## src/hdl/framed_packet_receiver_crc16_unit_macros.svh

```systemverilog
// Assertion macros shared by the framed packet receiver RTL.
`ifndef FRAMED_PACKET_RECEIVER_CRC16_UNIT_MACROS_SVH
`define FRAMED_PACKET_RECEIVER_CRC16_UNIT_MACROS_SVH

// Consequent checked in the same cycle as the antecedent.
`define FPR_ASSERT_SAME(lbl, ante, cons, msg) \
  lbl: assert property (@(posedge clk) disable iff (!rst_n) (ante) |-> (cons)) \
    else $error(msg);

// Consequent checked in the cycle after the antecedent.
`define FPR_ASSERT_NEXT(lbl, ante, cons, msg) \
  lbl: assert property (@(posedge clk) disable iff (!rst_n) (ante) |=> (cons)) \
    else $error(msg);

`endif

```

## src/hdl/fpr_pkg.sv

```systemverilog
// Constants, codes and the bytewise CRC-16 update for the framed packet receiver.
package fpr_pkg;

  localparam logic [15:0] CRC_POLY = 16'h1021;
  localparam logic [15:0] CRC_INIT = 16'hFFFF;

  localparam logic [7:0] START_BYTE_RST = 8'd126;
  localparam logic [7:0] END_BYTE_RST   = 8'd127;
  localparam logic [7:0] MAX_LENGTH_RST = 8'd64;

  typedef logic [1:0] reg_idx_t;
  localparam reg_idx_t REG_START_BYTE = 2'd0;
  localparam reg_idx_t REG_END_BYTE   = 2'd1;
  localparam reg_idx_t REG_MAX_LENGTH = 2'd2;

  typedef logic [1:0] status_t;
  localparam status_t STATUS_OK     = 2'd0;
  localparam status_t STATUS_CRC_ERR = 2'd1;
  localparam status_t STATUS_NO_END = 2'd2;

  // One byte of CRC-16/CCITT-FALSE, MSB first.
  function automatic logic [15:0] crc16_byte(input logic [15:0] crc, input logic [7:0] b);
    logic [15:0] c;
    c = crc ^ {b, 8'h00};
    for (int i = 0; i < 8; i++) begin
      c = c[15] ? ({c[14:0], 1'b0} ^ CRC_POLY) : {c[14:0], 1'b0};
    end
    return c;
  endfunction

endpackage

```

## src/hdl/framed_packet_receiver_crc16_unit.sv

```systemverilog
// Framed packet receiver: start, length, payload, CRC high/low, end byte; CRC-16 check.
// A byte passes the input register, the bytewise CRC update, then the result register.
// Throughput: one byte per cycle, unless an undrained result holds the input.
// A byte that closes no frame still takes one slot of the processing stage.
// Reset (rst_n low, synchronous): parser hunts for the start byte, CRC = 0xFFFF,
// registers return to start 126, end 127, max length 64; both stages are emptied.
module framed_packet_receiver_crc16_unit (
  input  logic                 clk,
  input  logic                 rst_n,
  input  logic                 cfg_we,
  input  fpr_pkg::reg_idx_t    cfg_index,
  input  logic [7:0]           cfg_data,
  input  logic                 in_valid,
  output logic                 in_ready,
  input  logic [7:0]           in_byte,
  output logic                 out_valid,
  input  logic                 out_ready,
  output fpr_pkg::status_t     out_status,
  output logic [7:0]           out_frame_length,
  output logic [15:0]          out_received_crc,
  output logic [15:0]          out_computed_crc
);

  `include "framed_packet_receiver_crc16_unit_macros.svh"

  typedef enum logic [2:0] {
    PH_START   = 3'd0,
    PH_LENGTH  = 3'd1,
    PH_PAYLOAD = 3'd2,
    PH_CRC_HI  = 3'd3,
    PH_CRC_LO  = 3'd4,
    PH_END     = 3'd5
  } phase_t;

  logic [7:0]  start_byte_r, end_byte_r, max_length_r;

  logic        in_vld_r;
  logic [7:0]  in_byte_r;

  phase_t      phase_r, phase_nxt;
  logic [7:0]  byte_count_r, byte_count_nxt;
  logic [7:0]  frame_len_r, frame_len_nxt;
  logic [7:0]  crc_upper_r, crc_upper_nxt;
  logic [15:0] frame_crc_r, frame_crc_nxt;
  logic [15:0] running_crc_r, running_crc_nxt;

  logic             out_valid_r;
  fpr_pkg::status_t out_status_r, status_nxt;
  logic [7:0]       out_frame_length_r;
  logic [15:0]      out_received_crc_r, out_computed_crc_r;

  logic advance;
  logic res_fire;
  logic end_step;
  logic in_payload;

  // Process the held byte when the result register is free or being drained.
  assign advance  = in_vld_r && (!out_valid_r || out_ready);
  assign in_ready = !in_vld_r || advance;

  assign end_step   = advance && (phase_r == PH_END);
  assign in_payload = (phase_r == PH_PAYLOAD);

  always_comb begin
    phase_nxt       = phase_r;
    byte_count_nxt  = byte_count_r;
    frame_len_nxt   = frame_len_r;
    crc_upper_nxt   = crc_upper_r;
    frame_crc_nxt   = frame_crc_r;
    running_crc_nxt = running_crc_r;
    status_nxt      = fpr_pkg::STATUS_OK;
    res_fire        = 1'b0;
    case (phase_r)
      PH_LENGTH: begin
        if (in_byte_r == 8'd0 || in_byte_r > max_length_r) begin
          phase_nxt = PH_START;
        end else begin
          frame_len_nxt = in_byte_r;
          phase_nxt     = PH_PAYLOAD;
        end
      end
      PH_PAYLOAD: begin
        running_crc_nxt = fpr_pkg::crc16_byte(running_crc_r, in_byte_r);
        byte_count_nxt  = byte_count_r + 8'd1;
        if (byte_count_nxt >= frame_len_r) begin
          phase_nxt = PH_CRC_HI;
        end
      end
      PH_CRC_HI: begin
        crc_upper_nxt = in_byte_r;
        phase_nxt     = PH_CRC_LO;
      end
      PH_CRC_LO: begin
        frame_crc_nxt = {crc_upper_r, in_byte_r};
        phase_nxt     = PH_END;
      end
      PH_END: begin
        res_fire  = 1'b1;
        phase_nxt = PH_START;
        if (in_byte_r != end_byte_r) begin
          status_nxt = fpr_pkg::STATUS_NO_END;
        end else if (running_crc_r == frame_crc_r) begin
          status_nxt = fpr_pkg::STATUS_OK;
        end else begin
          status_nxt = fpr_pkg::STATUS_CRC_ERR;
        end
      end
      default: begin
        phase_nxt = PH_START;
        if (in_byte_r == start_byte_r) begin
          byte_count_nxt  = 8'd0;
          running_crc_nxt = fpr_pkg::CRC_INIT;
          phase_nxt       = PH_LENGTH;
        end
      end
    endcase
  end

  // Configuration registers.
  always_ff @(posedge clk) begin
    if (!rst_n) begin
      start_byte_r <= fpr_pkg::START_BYTE_RST;
      end_byte_r   <= fpr_pkg::END_BYTE_RST;
      max_length_r <= fpr_pkg::MAX_LENGTH_RST;
    end else if (cfg_we) begin
      case (cfg_index)
        fpr_pkg::REG_START_BYTE: start_byte_r <= cfg_data;
        fpr_pkg::REG_END_BYTE:   end_byte_r   <= cfg_data;
        fpr_pkg::REG_MAX_LENGTH: max_length_r <= cfg_data;
        default: ;
      endcase
    end
  end

  // Input register.
  always_ff @(posedge clk) begin
    if (!rst_n) begin
      in_vld_r <= 1'b0;
    end else if (in_ready) begin
      in_vld_r <= in_valid;
    end
  end

  always_ff @(posedge clk) begin
    if (in_valid && in_ready) begin
      in_byte_r <= in_byte;
    end
  end

  // Parser state and result register.
  always_ff @(posedge clk) begin
    if (!rst_n) begin
      phase_r       <= PH_START;
      byte_count_r  <= 8'd0;
      frame_len_r   <= 8'd0;
      crc_upper_r   <= 8'd0;
      frame_crc_r   <= 16'd0;
      running_crc_r <= fpr_pkg::CRC_INIT;
      out_valid_r   <= 1'b0;
    end else begin
      if (advance) begin
        phase_r       <= phase_nxt;
        byte_count_r  <= byte_count_nxt;
        frame_len_r   <= frame_len_nxt;
        crc_upper_r   <= crc_upper_nxt;
        frame_crc_r   <= frame_crc_nxt;
        running_crc_r <= running_crc_nxt;
      end
      if (advance && res_fire) begin
        out_valid_r <= 1'b1;
      end else if (out_ready) begin
        out_valid_r <= 1'b0;
      end
    end
  end

  always_ff @(posedge clk) begin
    if (advance && res_fire) begin
      out_status_r       <= status_nxt;
      out_frame_length_r <= frame_len_r;
      out_received_crc_r <= frame_crc_r;
      out_computed_crc_r <= running_crc_r;
    end
  end

  assign out_valid        = out_valid_r;
  assign out_status       = out_status_r;
  assign out_frame_length = out_frame_length_r;
  assign out_received_crc = out_received_crc_r;
  assign out_computed_crc = out_computed_crc_r;

  `FPR_ASSERT_NEXT(a_end_to_hunt, end_step, phase_r == PH_START, "no hunt after end")
  `FPR_ASSERT_SAME(a_len_nonzero, in_payload, frame_len_r != 8'd0, "zero length in payload")
  `FPR_ASSERT_SAME(a_count_lt_len, in_payload, byte_count_r < frame_len_r, "count past length")
  `FPR_ASSERT_SAME(a_res_from_end, $rose(out_valid_r), $past(end_step), "result without end")

endmodule

```

## config.mk

```make
export PLATFORM = sky130hd
export DESIGN_NAME = framed_packet_receiver_crc16_unit
export DESIGN_NICKNAME = d
export VERILOG_FILES = /design/src/hdl/fpr_pkg.sv /design/src/hdl/framed_packet_receiver_crc16_unit.sv
export VERILOG_INCLUDE_DIRS = /design/src /design/src/hdl
export SDC_FILE = /design/constraint.sdc
export NUM_CORES = 1
export LEC_CHECK = 0
export BUFFER_PORTS_ARGS = -buffer_cell sky130_fd_sc_hd__buf_4
export CAP_MARGIN = 20
export CORE_MARGIN = 2
export CORE_UTILIZATION = 50
export CTS_BUF_LIST = sky130_fd_sc_hd__clkbuf_2
export CTS_CLUSTER_DIAMETER = 120
export DETAILED_ROUTE_END_ITERATION = 12
export GPL_TIMING_DRIVEN = 0
export PLACE_DENSITY = 0.73
export SYNTH_ARGS = -nofsm -noshare
export SYNTH_HDL_FRONTEND = slang
export SYNTH_SLANG_ARGS = --single-unit
export TNS_END_PERCENT = 1
```

## constraint.sdc

```tcl
create_clock -name clk -period 2.75 [get_ports clk]
set_clock_uncertainty 0.05 [all_clocks]
set_input_delay 0.4125 -clock clk [delete_from_list [all_inputs] [get_ports clk]]
set_output_delay 0.4125 -clock clk [all_outputs]
set_load 0.01 [all_outputs]
```

After elaboration in Yosys (flattened, before gate mapping):

Cells that the tools add are included.

* flip-flop bits (word level): 135
* bits of input ports: 23
* output and inout bits: 44
* word-level logic and storage cells: 86

* $add $sub $neg: 1
* $lt $le $gt $ge: 2
* equal/unequal tests: 11
* muxes and demuxes: 21
* bitwise logic cells: 12
* reductions and logical operators: 22

Operators by type and width (count)
* $mux 13: 8
* $pmux 16 s2: 1
* $not 3->3: 8
* $eq 16x16->1: 1
* $mux 16: 1
* $pmux 8 s2: 1
* $xor 16x16->16: 1
* $pmux 3 s5: 1
* $reduce_and 2->1: 6
* $add 8x1->8 const B: 1
* $eq 8x8->1: 1
* $ge 8x8->1: 1
* $gt 8x8->1: 1
* $logic_not 8->1: 1
* $mux 8: 1
* $ne 8x8->1: 1
* $eq 3x2->1 const B: 2
* $eq 3x3->1 const B: 2
* $reduce_and 3->1: 2
* $mux 1: 5
* $mux 2: 2
* $reduce_bool 2->1: 2
* $reduce_or 4->1: 1
* $eq 3x1->1 const B: 1
* other kinds (10): 17

Depth between registers and ports, before layout:

Gate-level depths: netlist (run 1).

* depth in word-level cells: 18
* mapped depth: 12
* mapped depth without buffers: 11

Worst setup path before layout (run 1):

OpenSTA, ideal clock, no wires.

* path type: register to register
* start point: register out_valid_r (netlist: out_valid)
* end point: register out_computed_crc_r[0] (netlist: out_computed_crc[0]), enable pin
* setup time: 441 ps
* arrival time: 2511 ps
* required time: 2259 ps
* path slack: -252 ps
* cell stages (with the launch flop): 4
* buffers on the path: 0
* period minus slack after synthesis: 3002 ps
* cells stage by stage: dfxtp_1 > nor2b_1 > nand2b_1 > nor2_1

* longest elaborated chain between the ends: 4

RTL lines
* from (decl): line framed_packet_receiver_crc16_unit.sv:47 `logic out_valid_r;`
* from (signal assigned): line framed_packet_receiver_crc16_unit.sv:159 `out_valid_r <= 1'b0;`
* from (signal assigned): line framed_packet_receiver_crc16_unit.sv:170 `out_valid_r <= 1'b1;`
* from (signal assigned): line framed_packet_receiver_crc16_unit.sv:172 `out_valid_r <= 1'b0;`
* $logic_not 1->1: line framed_packet_receiver_crc16_unit.sv:58 `assign advance = in_vld_r && (!out_valid_r || out_ready);`
* $logic_or 1x1->1: line framed_packet_receiver_crc16_unit.sv:58
* $logic_and 1x1->1: line framed_packet_receiver_crc16_unit.sv:58
* $logic_and 1x1->1: line framed_packet_receiver_crc16_unit.sv:178 `if (advance && res_fire) begin`
* to (signal assigned): line framed_packet_receiver_crc16_unit.sv:182 `out_computed_crc_r <= running_crc_r;`
* to (decl): line framed_packet_receiver_crc16_unit.sv:50 `logic [15:0] out_received_crc_r, out_computed_crc_r;`

No other way between the ends.
A chain may end at the register's enable or synchronous reset.

Worst setup path in the final report (run 1):

* start point: register byte_count_r[0]
* end point: register phase_r[0]

* longest elaborated chain between the ends: 4

RTL lines
* from (decl): line framed_packet_receiver_crc16_unit.sv:41 `logic [7:0] byte_count_r, byte_count_nxt;`
* from (signal assigned): line framed_packet_receiver_crc16_unit.sv:163 `byte_count_r <= byte_count_nxt;`
* $add 8x1->8: line framed_packet_receiver_crc16_unit.sv:84 `byte_count_nxt = byte_count_r + 8'd1;`
* $ge 8x8->1: line framed_packet_receiver_crc16_unit.sv:85 `if (byte_count_nxt >= frame_len_r) begin`
* $ne 2x1->1 (no source line)
* $reduce_and 2->1 (no source line)
* to (signal assigned): line framed_packet_receiver_crc16_unit.sv:162 `phase_r <= phase_nxt;`
* to (decl): line framed_packet_receiver_crc16_unit.sv:40 `phase_t phase_r, phase_nxt;`

No other way between the ends.

==> results of run 1 <==
critical path, delay by kind of cell, from the launching register on:
family / cells / cell delay [ns]
buffers and inverters: 1 / 0.15
muxes: 1 / 0.13
adders and majority gates: 2 / 0.47
xor gates and xnor gates: 1 / 0.16
DFF: 1 / 0.43
AOI/OAI and AO/OA: 3 / 0.82
and+or+nand+nor: 3 / 0.44
kinds of logic after synthesis:
group | count (synthesis) | share of synthesized area
AOI/OAI and AO/OA | 57 | 0.0781
muxes | 40 | 0.0675
adders and majority gates | 17 | 0.0358
and+or+nand+nor | 181 | 0.149
buffers and inverters | 47 | 0.0400
DFF | 135 | 0.539
xor gates and xnor gates | 62 | 0.0913
cell usage after synthesis (5+ instances only):
library cell / number
sky130_fd_sc_hd__dfxtp_1: 85
sky130_fd_sc_hd__nand2_1: 82
sky130_fd_sc_hd__edfxtp_1: 50
sky130_fd_sc_hd__mux2i_1: 39
sky130_fd_sc_hd__nor2_1: 34
sky130_fd_sc_hd__xnor2_1: 32
sky130_fd_sc_hd__xor2_1: 30
sky130_fd_sc_hd__inv_1: 21
sky130_fd_sc_hd__nand3_1: 19
sky130_fd_sc_hd__ha_1: 17
sky130_fd_sc_hd__a21oi_1: 16
sky130_fd_sc_hd__clkbuf_1: 15
sky130_fd_sc_hd__o21ai_0: 11
sky130_fd_sc_hd__a2bb2oi_2: 7
sky130_fd_sc_hd__and3_1: 6
sky130_fd_sc_hd__nor4_1: 6
sky130_fd_sc_hd__buf_6: 5
sky130_fd_sc_hd__nand4_1: 5
cell usage in the layout, fill, tap and decap left out, types with 13 or more instances in the layout:
cell type,instances
sky130_fd_sc_hd__a21oi_1,15
sky130_fd_sc_hd__buf_4,73
sky130_fd_sc_hd__clkbuf_1,13
sky130_fd_sc_hd__clkbuf_2,19
sky130_fd_sc_hd__dfxtp_1,81
sky130_fd_sc_hd__dlygate4sd3_1,26
sky130_fd_sc_hd__edfxtp_1,50
sky130_fd_sc_hd__ha_1,16
sky130_fd_sc_hd__inv_1,20
sky130_fd_sc_hd__mux2i_1,39
sky130_fd_sc_hd__nand2_1,82
sky130_fd_sc_hd__nand3_1,16
sky130_fd_sc_hd__nor2_1,32
sky130_fd_sc_hd__xnor2_1,30
sky130_fd_sc_hd__xor2_1,30
stage by stage:
stage	total power, mW	worst slack [ns]	cell area, µm²
2_1_floorplan	2.44	-0.0324	5950
3_3_place_gp	2.54	-0.206	6620
3_5_place_dp	2.55	-0.255	6650
4_1_cts	4.12	0.0189	7330
5_1_grt	4.25	-0.0929	7400
6_report	4.12	-0.0107	7400
what timing repair did:
| item | CTS | global route |
|---|---|---|
| resized for setup | 15 | 15 |
| endpoints found under the setup margin | 26 | 39 |
| endpoints found under the hold margin | 39 | 0 |
| pin swaps | 4 | 11 |
| cloned | 0 | 1 |
| hold buffers | 26 | 0 |
| setup buffers | 3 | 3 |
state kept, by name (all words and copies together) (netlist names):
signal            count
frame_crc_r          16
out_computed_crc     16
out_received_crc     16
running_crc_r        16
byte_count_r          8
crc_upper_r           8
end_byte_r            8
frame_len_r           8
in_byte_r             8
max_length_r          8
out_frame_length      8
start_byte_r          8
phase_r               3
out_status            2
in_vld_r              1
out_valid             1
per-layer routing:
layer  share of wire  vias to the layer above  wire length (µm)
met2            0.49                      148              6710
met3           0.058                       24               797
met4           0.023                        0               316
met1            0.43                     2046              5890
li1                -                     2099                 -
met5               0                        -                 0
power by group:
group	internal, mW	total [mW]	switching, mW
logic	0.188	0.416	0.228
clock network	0.786	1.57	0.784
registers	2.10	2.13	0.0343
worst max path at each step:
stage / slack, ns / start / to / cells past startpoint
floorplan: -0.03 / byte_count_r[0] / frame_crc_r[10] / 11
global placement: -0.21 / byte_count_r[0] / frame_crc_r[14] / 11
detailed placement: -0.26 / byte_count_r[0] / frame_crc_r[9] / 11
CTS: 0.02 / byte_count_r[0] / frame_crc_r[10] / 11
global route: -0.09 / byte_count_r[2] / frame_crc_r[5] / 11
finish: -0.01 / byte_count_r[0] / phase_r[0] / 11
cell type report:
cell class / instances / area share
Timing Repair Buffer: 99 / 0.111
Tap cell: 143 / 0.0242
Inverter: 22 / 0.0112
Sequential cell: 135 / 0.435
Buffer: 24 / 0.0198
Multi-Input combinational cell: 358 / 0.354
Clock buffer: 17 / 0.0115
Clock inverter: 15 / 0.0338
==> impl_metrics.py, run 1 <==
metrics = {
    "floorplanning": {
        "placement_rows": 39,
        "io-pin-count": 67,
        "coreArea_mm2": 0.0115,
        "die_y_um": 113,
        "floorplan.initialDensity": 0.516,
        "dieWidth_um": 113,
        "die-area_mm2": 0.0128,
    },
    "timing": {
        "achievable-frequency_mhz": 362,
        "hold_viol_final": 0,
        "tightestPinTransition_ns": 1.08,
        "post_route_minimum_period_ns": 2.76,
        "hold_ws_ns": 0.128,
        "tns_ns": -0.0107,
        "post-route-worst-setup-slack_ns": -0.0107,
        "slew_headroom": 0.279,
        "final_max_slew_viol_count": 0,
        "rsz0062_at_grt": "true",
        "final-setup-viol-count": 1,
        "post_route_clock_period_utilization": 1.00,
    },
    "finish": {
        "multi_input_area_mm2": 0.00262,
        "syn2layout_area_growth_pct": 24.4,
        "filler_cell_count": 905,
        "layout.cells.non_filler": 813,
        "post_route_cells_drive_above_1_share": 0.240,
        "inserted_diodes": 0,
        "finalNetCount": 697,
        "sequential_cell_area_mm2": 0.00322,
        "final_cell_utilization_of_the_core": 0.642,
    },
    "drt": {
        "firstDrtPassIters": 9,
        "vias_per_cell": 5.31,
        "avgRoutedWirePerCell_um": 16.9,
        "first_iter_violations": 311,
        "routed_wirelength_mm": 13.7,
        "antenna_left": 0,
        "vias": 4317,
        "remaining_drc_errors": 4,
    },
    "worst_setup_path": {
        "timing.critical_path.slowest_cell_delay_ns": 0.43,
        "cp_max_fo": 5,
        "crit_slowest_cell": "sky130_fd_sc_hd__dfxtp_4",
        "critPathArrivalTime_ns": 3.35,
        "path_cells": "ha_4 -> and3_4 -> nand3_4 -> xnor2_2 -> ha_1 -> and3_4 -> a2111o_1 -> a22o_4 -> buf_4 -> mux2i_1 -> a31oi_1",
        "critical_path_class": "reg2reg",
        "crit-reg2reg-capture": "phase_r[0]",
        "critical_path.reg2reg.startpoint": "byte_count_r[0]",
        "cp_data_required_time_ns": 3.34,
        "cp-start-kind": "register",
        "timing.reg2reg.worst_path_depth": 11,
        "path_common_cell": "sky130_fd_sc_hd__and3_4",
        "timing.reg2reg.setup_slack_ns": -0.01,
        "worstSetupEndpointType": "register",
    },
    "placed_design": {
        "place.detailed.instances": 749,
        "place_congestion": 0.885,
        "io_buffers": 66,
        "place_hpwl_mm": 9.56,
    },
    "min_path": {
        "timing.hold.worst_endpoint": "end_byte_r[7]",
        "hold-path-cell-count": 5,
        "hold_path_startpoint": "cfg_we",
        "worstHoldPathType": "in2reg",
    },
    "power_and_ir_drop": {
        "static-leakage-power_nw": 2.93,
        "maximum_vdd_ir_drop_uv": 249,
        "power_per_cell_area_mw_per_mm2": 557,
    },
    "clock_tree": {
        "clock-sinks": 135,
        "cts_made_buffers": 17,
        "worst_setup_hold_path_clk_slew_ns": 0.23,
        "cell_chosen_for_the_clock_root": "sky130_fd_sc_hd__clkbuf_2",
        "clock_tree_from_tritoncts": "done",
        "clock_insertion_delay_at_the_later_pin_of_the_skew_report_ns": 0.74,
        "cts_htree_levels": 4,
        "cts_max_path_buffers": 2,
    },
    "run_status": {
        "violations": "DRC, setup timing",
        "status": "finished, violations left",
    },
    "grt": {
        "grt_pass1_vias": 4292,
        "grt_first_pass_wirelength_mm": 21.5,
        "globalRouteMet3Util": 0.0514,
        "globalRouteTotalUtil": 0.221,
        "global_route.usage.met2": 0.372,
        "initial_antenna_violation_count": 0,
        "gr-usage-met1": 0.275,
        "grt_start_max_net_pins": 36,
        "global_route.peak_usage_layer": "met2",
        "grt_remaining_overflow": 0,
    },
    "synth": {
        "yosysWarningCount": 0,
        "syn_inst": 539,
        "mappedNetlistArea_mm2": 0.00595,
        "post_synth_edffs": 50,
        "dominantRegCellSynth": "sky130_fd_sc_hd__dfxtp_1",
        "synth_top_area_frac": 0.286,
        "synth_nets": 579,
        "seq_area_frac_synth": 0.539,
        "synth.largest_area_cell": "sky130_fd_sc_hd__dfxtp_1",
        "synth_area_leaders": "sky130_fd_sc_hd__dfxtp_1 29%, sky130_fd_sc_hd__edfxtp_1 25%, sky130_fd_sc_hd__mux2i_1 6.6%, sky130_fd_sc_hd__nand2_1 5.2%, sky130_fd_sc_hd__xnor2_1 4.7%",
        "synthArstFlopShare": 0,
        "ys_seq_elements": 135,
        "synthesis.area_per_instance_um2": 11.0,
        "yosys.cell_types.count": 54,
    },
    "job": {
        "cap_viol_max_count": 0,
    },
}
No activity file was read; power rests on OpenSTA's default activity.
==> inputs of run 2 (changes only) <==
Settings changed: ABC_AREA set to 1, PLACE_DENSITY 0.73 to 0.72, REMOVE_ABC_BUFFERS set to 1.
==> run 2 against run 1 <==
The run now ends clean. Critical path depth is 4 lower. Area after synthesis rose by 4.5%. Via count up 15%. Sequential share of layout area grew 0.16 points. Combinational power down 15%. Core utilization fell by 3.4 points. Cell count rose by 19%. Total power decreased by 7.0%. Non-clock buffer count down 30. Critical endpoint is now out_valid. Largest power group unchanged.
==> impl_metrics.py, run 2 <==
metrics = {
    "floorplanning": {
        "dieWidth_um": 115,
        "die_y_um": 115,
        "placement_rows": 40,
        "die-area_mm2": 0.0133,
        "coreArea_mm2": 0.0121,
        "io-pin-count": 67,
        "floorplan.initialDensity": 0.515,
    },
    "timing": {
        "rsz0062_at_grt": "false",
        "tns_ns": 0,
        "post_route_minimum_period_ns": 2.39,
        "final_max_slew_viol_count": 0,
        "achievable-frequency_mhz": 418,
        "final-setup-viol-count": 0,
        "post_route_clock_period_utilization": 0.870,
        "slew_headroom": 0.522,
        "tightestPinTransition_ns": 0.717,
        "hold_viol_final": 0,
    },
    "finish": {
        "post_route_cells_drive_above_1_share": 0.188,
        "final_design_area_no_fill_mm2": 0.00734,
        "layout.cells.non_filler": 971,
        "layout.cells.most_common_list": "143 x sky130_fd_sc_hd__nand2_1, 85 x sky130_fd_sc_hd__dfxtp_1, 66 x sky130_fd_sc_hd__inv_1, 66 x sky130_fd_sc_hd__buf_4, 64 x sky130_fd_sc_hd__nand3_1",
        "mostFrequentLayoutCell": "sky130_fd_sc_hd__nand2_1",
        "syn2layout_area_growth_pct": 18.1,
        "finalNetCount": 829,
    },
    "clock_tree": {
        "cell_chosen_for_the_clock_root": "sky130_fd_sc_hd__clkbuf_2",
        "clock_insertion_delay_at_the_later_pin_of_the_skew_report_ns": 0.70,
        "cts_htree_levels": 4,
        "worst_setup_hold_path_clk_slew_ns": 0.20,
        "cts_max_path_buffers": 2,
        "clock_tree_from_tritoncts": "done",
        "clock-sinks": 135,
        "cts_made_buffers": 17,
    },
    "power_and_ir_drop": {
        "net-switching-power_mw": 0.981,
        "switching_share": 0.256,
        "maximum_vdd_ir_drop_uv": 312,
        "seq_power_share": 0.561,
        "power_per_cell_area_mw_per_mm2": 522,
        "clock_power_share": 0.347,
        "p_comb_frac": 0.092,
        "internal-power_mw": 2.85,
        "static-leakage-power_nw": 3.15,
        "final_total_power_mw": 3.83,
    },
    "placed_design": {
        "place_congestion": 0.832,
        "place_hpwl_mm": 9.35,
        "io_buffers": 66,
        "place.detailed.instances": 912,
        "detailed_place.area_mm2": 0.00681,
    },
    "drt": {
        "first_iter_violations": 288,
        "avgRoutedWirePerCell_um": 14.0,
        "firstDrtPassIters": 7,
        "vias": 4982,
        "routed_wirelength_mm": 13.6,
        "vias_per_cell": 5.13,
        "remaining_drc_errors": 0,
        "antenna_left": 0,
    },
    "synth": {
        "ys_seq_elements": 135,
        "mappedNetlistArea_mm2": 0.00621,
        "post_synth_edffs": 50,
        "synthesis.area_per_instance_um2": 8.87,
        "yosysWarningCount": 0,
        "synth.largest_area_cell": "sky130_fd_sc_hd__dfxtp_1",
        "synth_area_leaders": "sky130_fd_sc_hd__dfxtp_1 27%, sky130_fd_sc_hd__edfxtp_1 24%, sky130_fd_sc_hd__nand2_1 8.6%, sky130_fd_sc_hd__nand3_1 5.2%, sky130_fd_sc_hd__inv_1 4.0%",
        "seq_area_frac_synth": 0.515,
        "syn_inst": 701,
        "synth_top_area_frac": 0.274,
        "post-synth-top-count-cell": "sky130_fd_sc_hd__nand2_1",
        "synthArstFlopShare": 0,
        "dominantRegCellSynth": "sky130_fd_sc_hd__dfxtp_1",
        "yosys.cell_types.count": 38,
        "post_synth_most_frequent_cells": "143 x sky130_fd_sc_hd__nand2_1, 85 x sky130_fd_sc_hd__dfxtp_1, 66 x sky130_fd_sc_hd__inv_1, 64 x sky130_fd_sc_hd__nand3_1",
    },
    "worst_setup_path": {
        "crit_slowest_cell": "sky130_fd_sc_hd__nor2_4",
        "worstSetupEndpointType": "register",
        "timing.reg2reg.worst_path_depth": 7,
        "critical_path_class": "reg2reg",
        "critPathArrivalTime_ns": 3.01,
        "path_cells": "a21oi_2 -> inv_2 -> nor2_4 -> buf_16 -> a21oi_1 -> or2_1 -> inv_1",
        "timing.reg2reg.setup_slack_ns": 0.36,
        "cp_max_fo": 22,
        "critical_path.reg2reg.startpoint": "out_valid",
        "crit-reg2reg-capture": "out_valid",
        "cp_data_required_time_ns": 3.36,
        "timing.critical_path.slowest_cell_delay_ns": 0.58,
        "cp-start-kind": "register",
    },
    "run_status": {
        "status": "finished clean",
    },
    "min_path": {
        "hold_path_startpoint": "rst_n",
        "hold-path-cell-count": 2,
        "worstHoldPathType": "in2reg",
        "timing.hold.worst_endpoint": "start_byte_r[6]",
    },
    "grt": {
        "grt_first_pass_wirelength_mm": 22.1,
        "initial_antenna_violation_count": 1,
        "grt_pass1_vias": 4648,
        "globalRouteTotalUtil": 0.217,
        "grt_remaining_overflow": 0,
        "grt_start_max_net_pins": 76,
    },
    "job": {
        "cap_viol_max_count": 0,
    },
}
==> run 2: changes by cell type in the layout (fill, tap and decap cells not counted), moves of 11 or more <==
cell | before | now
sky130_fd_sc_hd__nand3_1 | 16 | 64
sky130_fd_sc_hd__xnor2_1 | 30 | 19
sky130_fd_sc_hd__a21oi_1 | 15 | 34
sky130_fd_sc_hd__clkbuf_1 | 13 | 0
sky130_fd_sc_hd__nand2_1 | 82 | 143
sky130_fd_sc_hd__inv_1 | 20 | 66
sky130_fd_sc_hd__nand4_1 | 5 | 16
sky130_fd_sc_hd__mux2i_1 | 39 | 0
sky130_fd_sc_hd__nand2_2 | 0 | 19
sky130_fd_sc_hd__nor2_1 | 32 | 49
sky130_fd_sc_hd__o21ai_0 | 11 | 34
==> run 2: per-layer routing <==
metal,vias to the layer above,global-route usage,routed length [µm]
li1,2492,-,-
met1,2291,0.266,5850
met2,161,0.358,6520
met3,38,0.0502,743
met4,0,0.114,521
met5,-,0,0
==> run 2: cell families after synthesis <==
| kind of cell | Yosys count | share of synthesized area |
|---|---|---|
| fa+ha+maj | 17 | 0.0342 |
| simple gates | 322 | 0.246 |
| compound gates | 87 | 0.0775 |
| flops | 135 | 0.515 |
| buf+inv | 100 | 0.0705 |
| xor+xnor | 40 | 0.0564 |
==> run 2: per-stage QoR <==
| stage | setup WS, ns | hold WS (ns) | utilization |
|---|---|---|---|
| 2_1_floorplan | -0.604 | 0.358 | - |
| 3_3_place_gp | -1.64 | 0.366 | 0.561 |
| 3_5_place_dp | -0.0658 | 0.370 | 0.564 |
| 4_1_cts | 0.120 | 0.128 | 0.608 |
| 5_1_grt | 0.172 | 0.143 | 0.609 |
| 6_report | 0.357 | 0.185 | 0.609 |
==> run 2: worst max path at each step <==
stage,from,cells after the start,slack (ns),to
after global routing,in_vld_r,8,0.17,out_valid
after detailed placement,out_ready,8,-0.07,frame_crc_r[10]
after CTS,out_valid,6,0.12,frame_crc_r[10]
after global placement,out_ready,5,-1.64,out_computed_crc[10]
after floorplan,out_ready,4,-0.60,out_computed_crc[0]
final,out_valid,7,0.36,out_valid
==> run 2: power groups by stage <==
stage | logic [mW] | clock network, mW | registers, mW
after floorplan | 0.224 | 0 | 2.18
after global placement | 0.311 | 0 | 2.19
after detailed placement | 0.321 | 0 | 2.19
after CTS | 0.348 | 1.36 | 2.15
after global routing | 0.397 | 1.43 | 2.16
final | 0.352 | 1.33 | 2.15
==> run 2: final cells by class <==
class,instances,area (µm²)
repair buffers,93,778
well taps,168,210
clock inverters,13,179
diodes,1,2.50
inverters,76,288
clock buffers,19,95.1
flip-flops and latches,135,3200
multi-input cells,466,2590
fillers,998,4720
==> run 2: timing repair <==
action	CTS	global route
hold endpoints to repair	34	0
hold buffers	25	0
gates resized for setup	0	1
setup endpoints to repair	0	6
setup buffers	0	0
==> run 2: critical path: cells and delay by family (launching register included) <==
family | cells | cell delay (ns)
buf+inv | 3 | 0.56
flops | 1 | 0.39
simple gates | 2 | 0.78
compound gates | 2 | 0.57
==> inputs of run 3 (changes only) <==
Settings changed: PLACE_DENSITY 0.72 to 0.81.
==> run 3 against run 2 <==
Sequential power about the same. Combinational power about the same. Non-clock buffer count increased by 3. Setup slack got worse by 0.087 ns. Core utilization increased by 0.13 points. Critical endpoint is now frame_crc_r[10]. Largest power group unchanged. Highest routed layer unchanged.
==> impl_metrics.py, run 3 (synthesized netlist as in run 2, its figures left out) <==
metrics = {
    "floorplanning": {
        "die-area_mm2": 0.0133,
        "dieWidth_um": 115,
        "floorplan.initialDensity": 0.515,
        "io-pin-count": 67,
        "placement_rows": 40,
        "coreArea_mm2": 0.0121,
        "die_y_um": 115,
    },
    "worst_setup_path": {
        "cp-start-kind": "register",
        "path_cells": "a21oi_2 -> inv_2 -> nor2_2 -> inv_2 -> o21ai_0 -> a21oi_1",
        "critPathTopFamily": "compound AO/OA/AOI/OAI gates",
        "cp_data_required_time_ns": 3.31,
        "path_buf_inv": 2,
        "worstSetupEndpointType": "register",
        "cp_max_fo": 23,
        "path_common_cell": "sky130_fd_sc_hd__inv_2",
        "timing.critical_path.slowest_cell_delay_ns": 0.67,
        "critical_path_class": "reg2reg",
        "crit_slowest_cell": "sky130_fd_sc_hd__nor2_2",
        "critPathArrivalTime_ns": 3.04,
    },
    "power_and_ir_drop": {
        "power_per_cell_area_mw_per_mm2": 522,
        "static-leakage-power_nw": 3.14,
        "maximum_vdd_ir_drop_uv": 335,
        "final_total_power_mw": 3.84,
    },
    "timing": {
        "final_max_slew_viol_count": 0,
        "post_route_clock_period_utilization": 0.902,
        "achievable-frequency_mhz": 403,
        "tns_ns": 0,
        "hold_viol_final": 0,
        "slew_headroom": 0.466,
        "final-setup-viol-count": 0,
        "post_route_minimum_period_ns": 2.48,
        "rsz0062_at_grt": "false",
        "tightestPinTransition_ns": 0.801,
    },
    "clock_tree": {
        "cell_chosen_for_the_clock_root": "sky130_fd_sc_hd__clkbuf_2",
        "clock-sinks": 135,
        "cts_max_path_buffers": 2,
        "clock_insertion_delay_at_the_later_pin_of_the_skew_report_ns": 0.73,
        "cts_made_buffers": 17,
        "cts_post_setup_buffers_inserted": 0,
        "postCtsResizedCells": 0,
        "clock_tree_from_tritoncts": "done",
        "worst_setup_hold_path_clk_slew_ns": 0.22,
        "post_cts_hold_buffer_count": 28,
        "cts_htree_levels": 4,
    },
    "finish": {
        "post_route_cells_drive_above_1_share": 0.188,
        "final_cell_utilization_of_the_core": 0.610,
        "mostFrequentLayoutCell": "sky130_fd_sc_hd__nand2_1",
        "layout.cells.most_common_list": "143 x sky130_fd_sc_hd__nand2_1, 85 x sky130_fd_sc_hd__dfxtp_1, 66 x sky130_fd_sc_hd__inv_1, 66 x sky130_fd_sc_hd__buf_4, 64 x sky130_fd_sc_hd__nand3_1",
        "sequential_cell_area_mm2": 0.00320,
        "finalNetCount": 832,
        "multi_input_area_mm2": 0.00258,
        "inserted_diodes": 0,
        "syn2layout_area_growth_pct": 18.4,
        "filler_cell_count": 1001,
        "layout.cells.non_filler": 973,
        "final_design_area_no_fill_mm2": 0.00736,
    },
    "drt": {
        "firstDrtPassIters": 5,
        "vias": 5013,
        "antenna_left": 0,
        "remaining_drc_errors": 0,
        "first_iter_violations": 334,
        "routed_wirelength_mm": 13.5,
        "avgRoutedWirePerCell_um": 13.8,
        "vias_per_cell": 5.15,
    },
    "grt": {
        "grt_pass1_vias": 4855,
        "globalRouteTotalUtil": 0.218,
        "initial_antenna_violation_count": 0,
        "grt_remaining_overflow": 0,
        "grt_start_max_net_pins": 76,
        "grt_first_pass_wirelength_mm": 22.3,
    },
    "placed_design": {
        "detailed_place.area_mm2": 0.00680,
        "io_buffers": 66,
        "place.detailed.instances": 912,
        "place_congestion": 0.860,
        "place_hpwl_mm": 9.05,
    },
    "job": {
        "cap_viol_max_count": 0,
    },
    "min_path": {
        "worstHoldPathType": "in2reg",
    },
    "run_status": {
        "status": "finished clean",
    },
}
-- run 3: final cells by class --
type                       count  share of cell area
clock buffer                  19              0.0129
multi-input combinational    466               0.351
sequential                   135               0.435
inverter                      76              0.0391
tap                          168              0.0286
timing repair buffer          96               0.109
clock inverter                13              0.0245
-- run 3: final timing paths --
kind,from,endpoint,slack (ns),cells after the start
worst max register to register,out_valid,frame_crc_r[10],0.27,6
worst min register to register,frame_len_r[7],out_frame_length[7],0.41,0
worst min-delay path,rst_n,start_byte_r[3],0.18,2
worst max-delay path,out_valid,frame_crc_r[10],0.27,6
-- run 3: stage by stage --
| stage | worst slack, ns | hold slack [ns] |
|---|---|---|
| final | 0.269 | 0.177 |
| after global routing | 0.0483 | 0.129 |
| after CTS | 0.256 | 0.0900 |
| after detailed placement | 0.0983 | 0.370 |
| after global placement | -1.69 | 0.364 |
| after floorplan | -0.604 | 0.358 |
-- run 3: power breakdown --
| part | leakage (nW) | switching [mW] | internal (mW) | total, mW |
|---|---|---|---|---|
| clock | 0.155 | 0.737 | 0.601 | 1.34 |
| sequential | 1.13 | 0.0471 | 2.10 | 2.15 |
| combinational | 1.86 | 0.213 | 0.141 | 0.354 |
| total | 3.14 | 0.997 | 2.85 | 3.84 |
-- run 3: metal layers --
metal | up-vias | global-route usage | share of wire
li1 | 2489 | - | -
met1 | 2311 | 0.264 | 0.43
met2 | 172 | 0.362 | 0.48
met3 | 41 | 0.0570 | 0.054
met4 | 0 | 0.109 | 0.035
met5 | - | 0 | 0
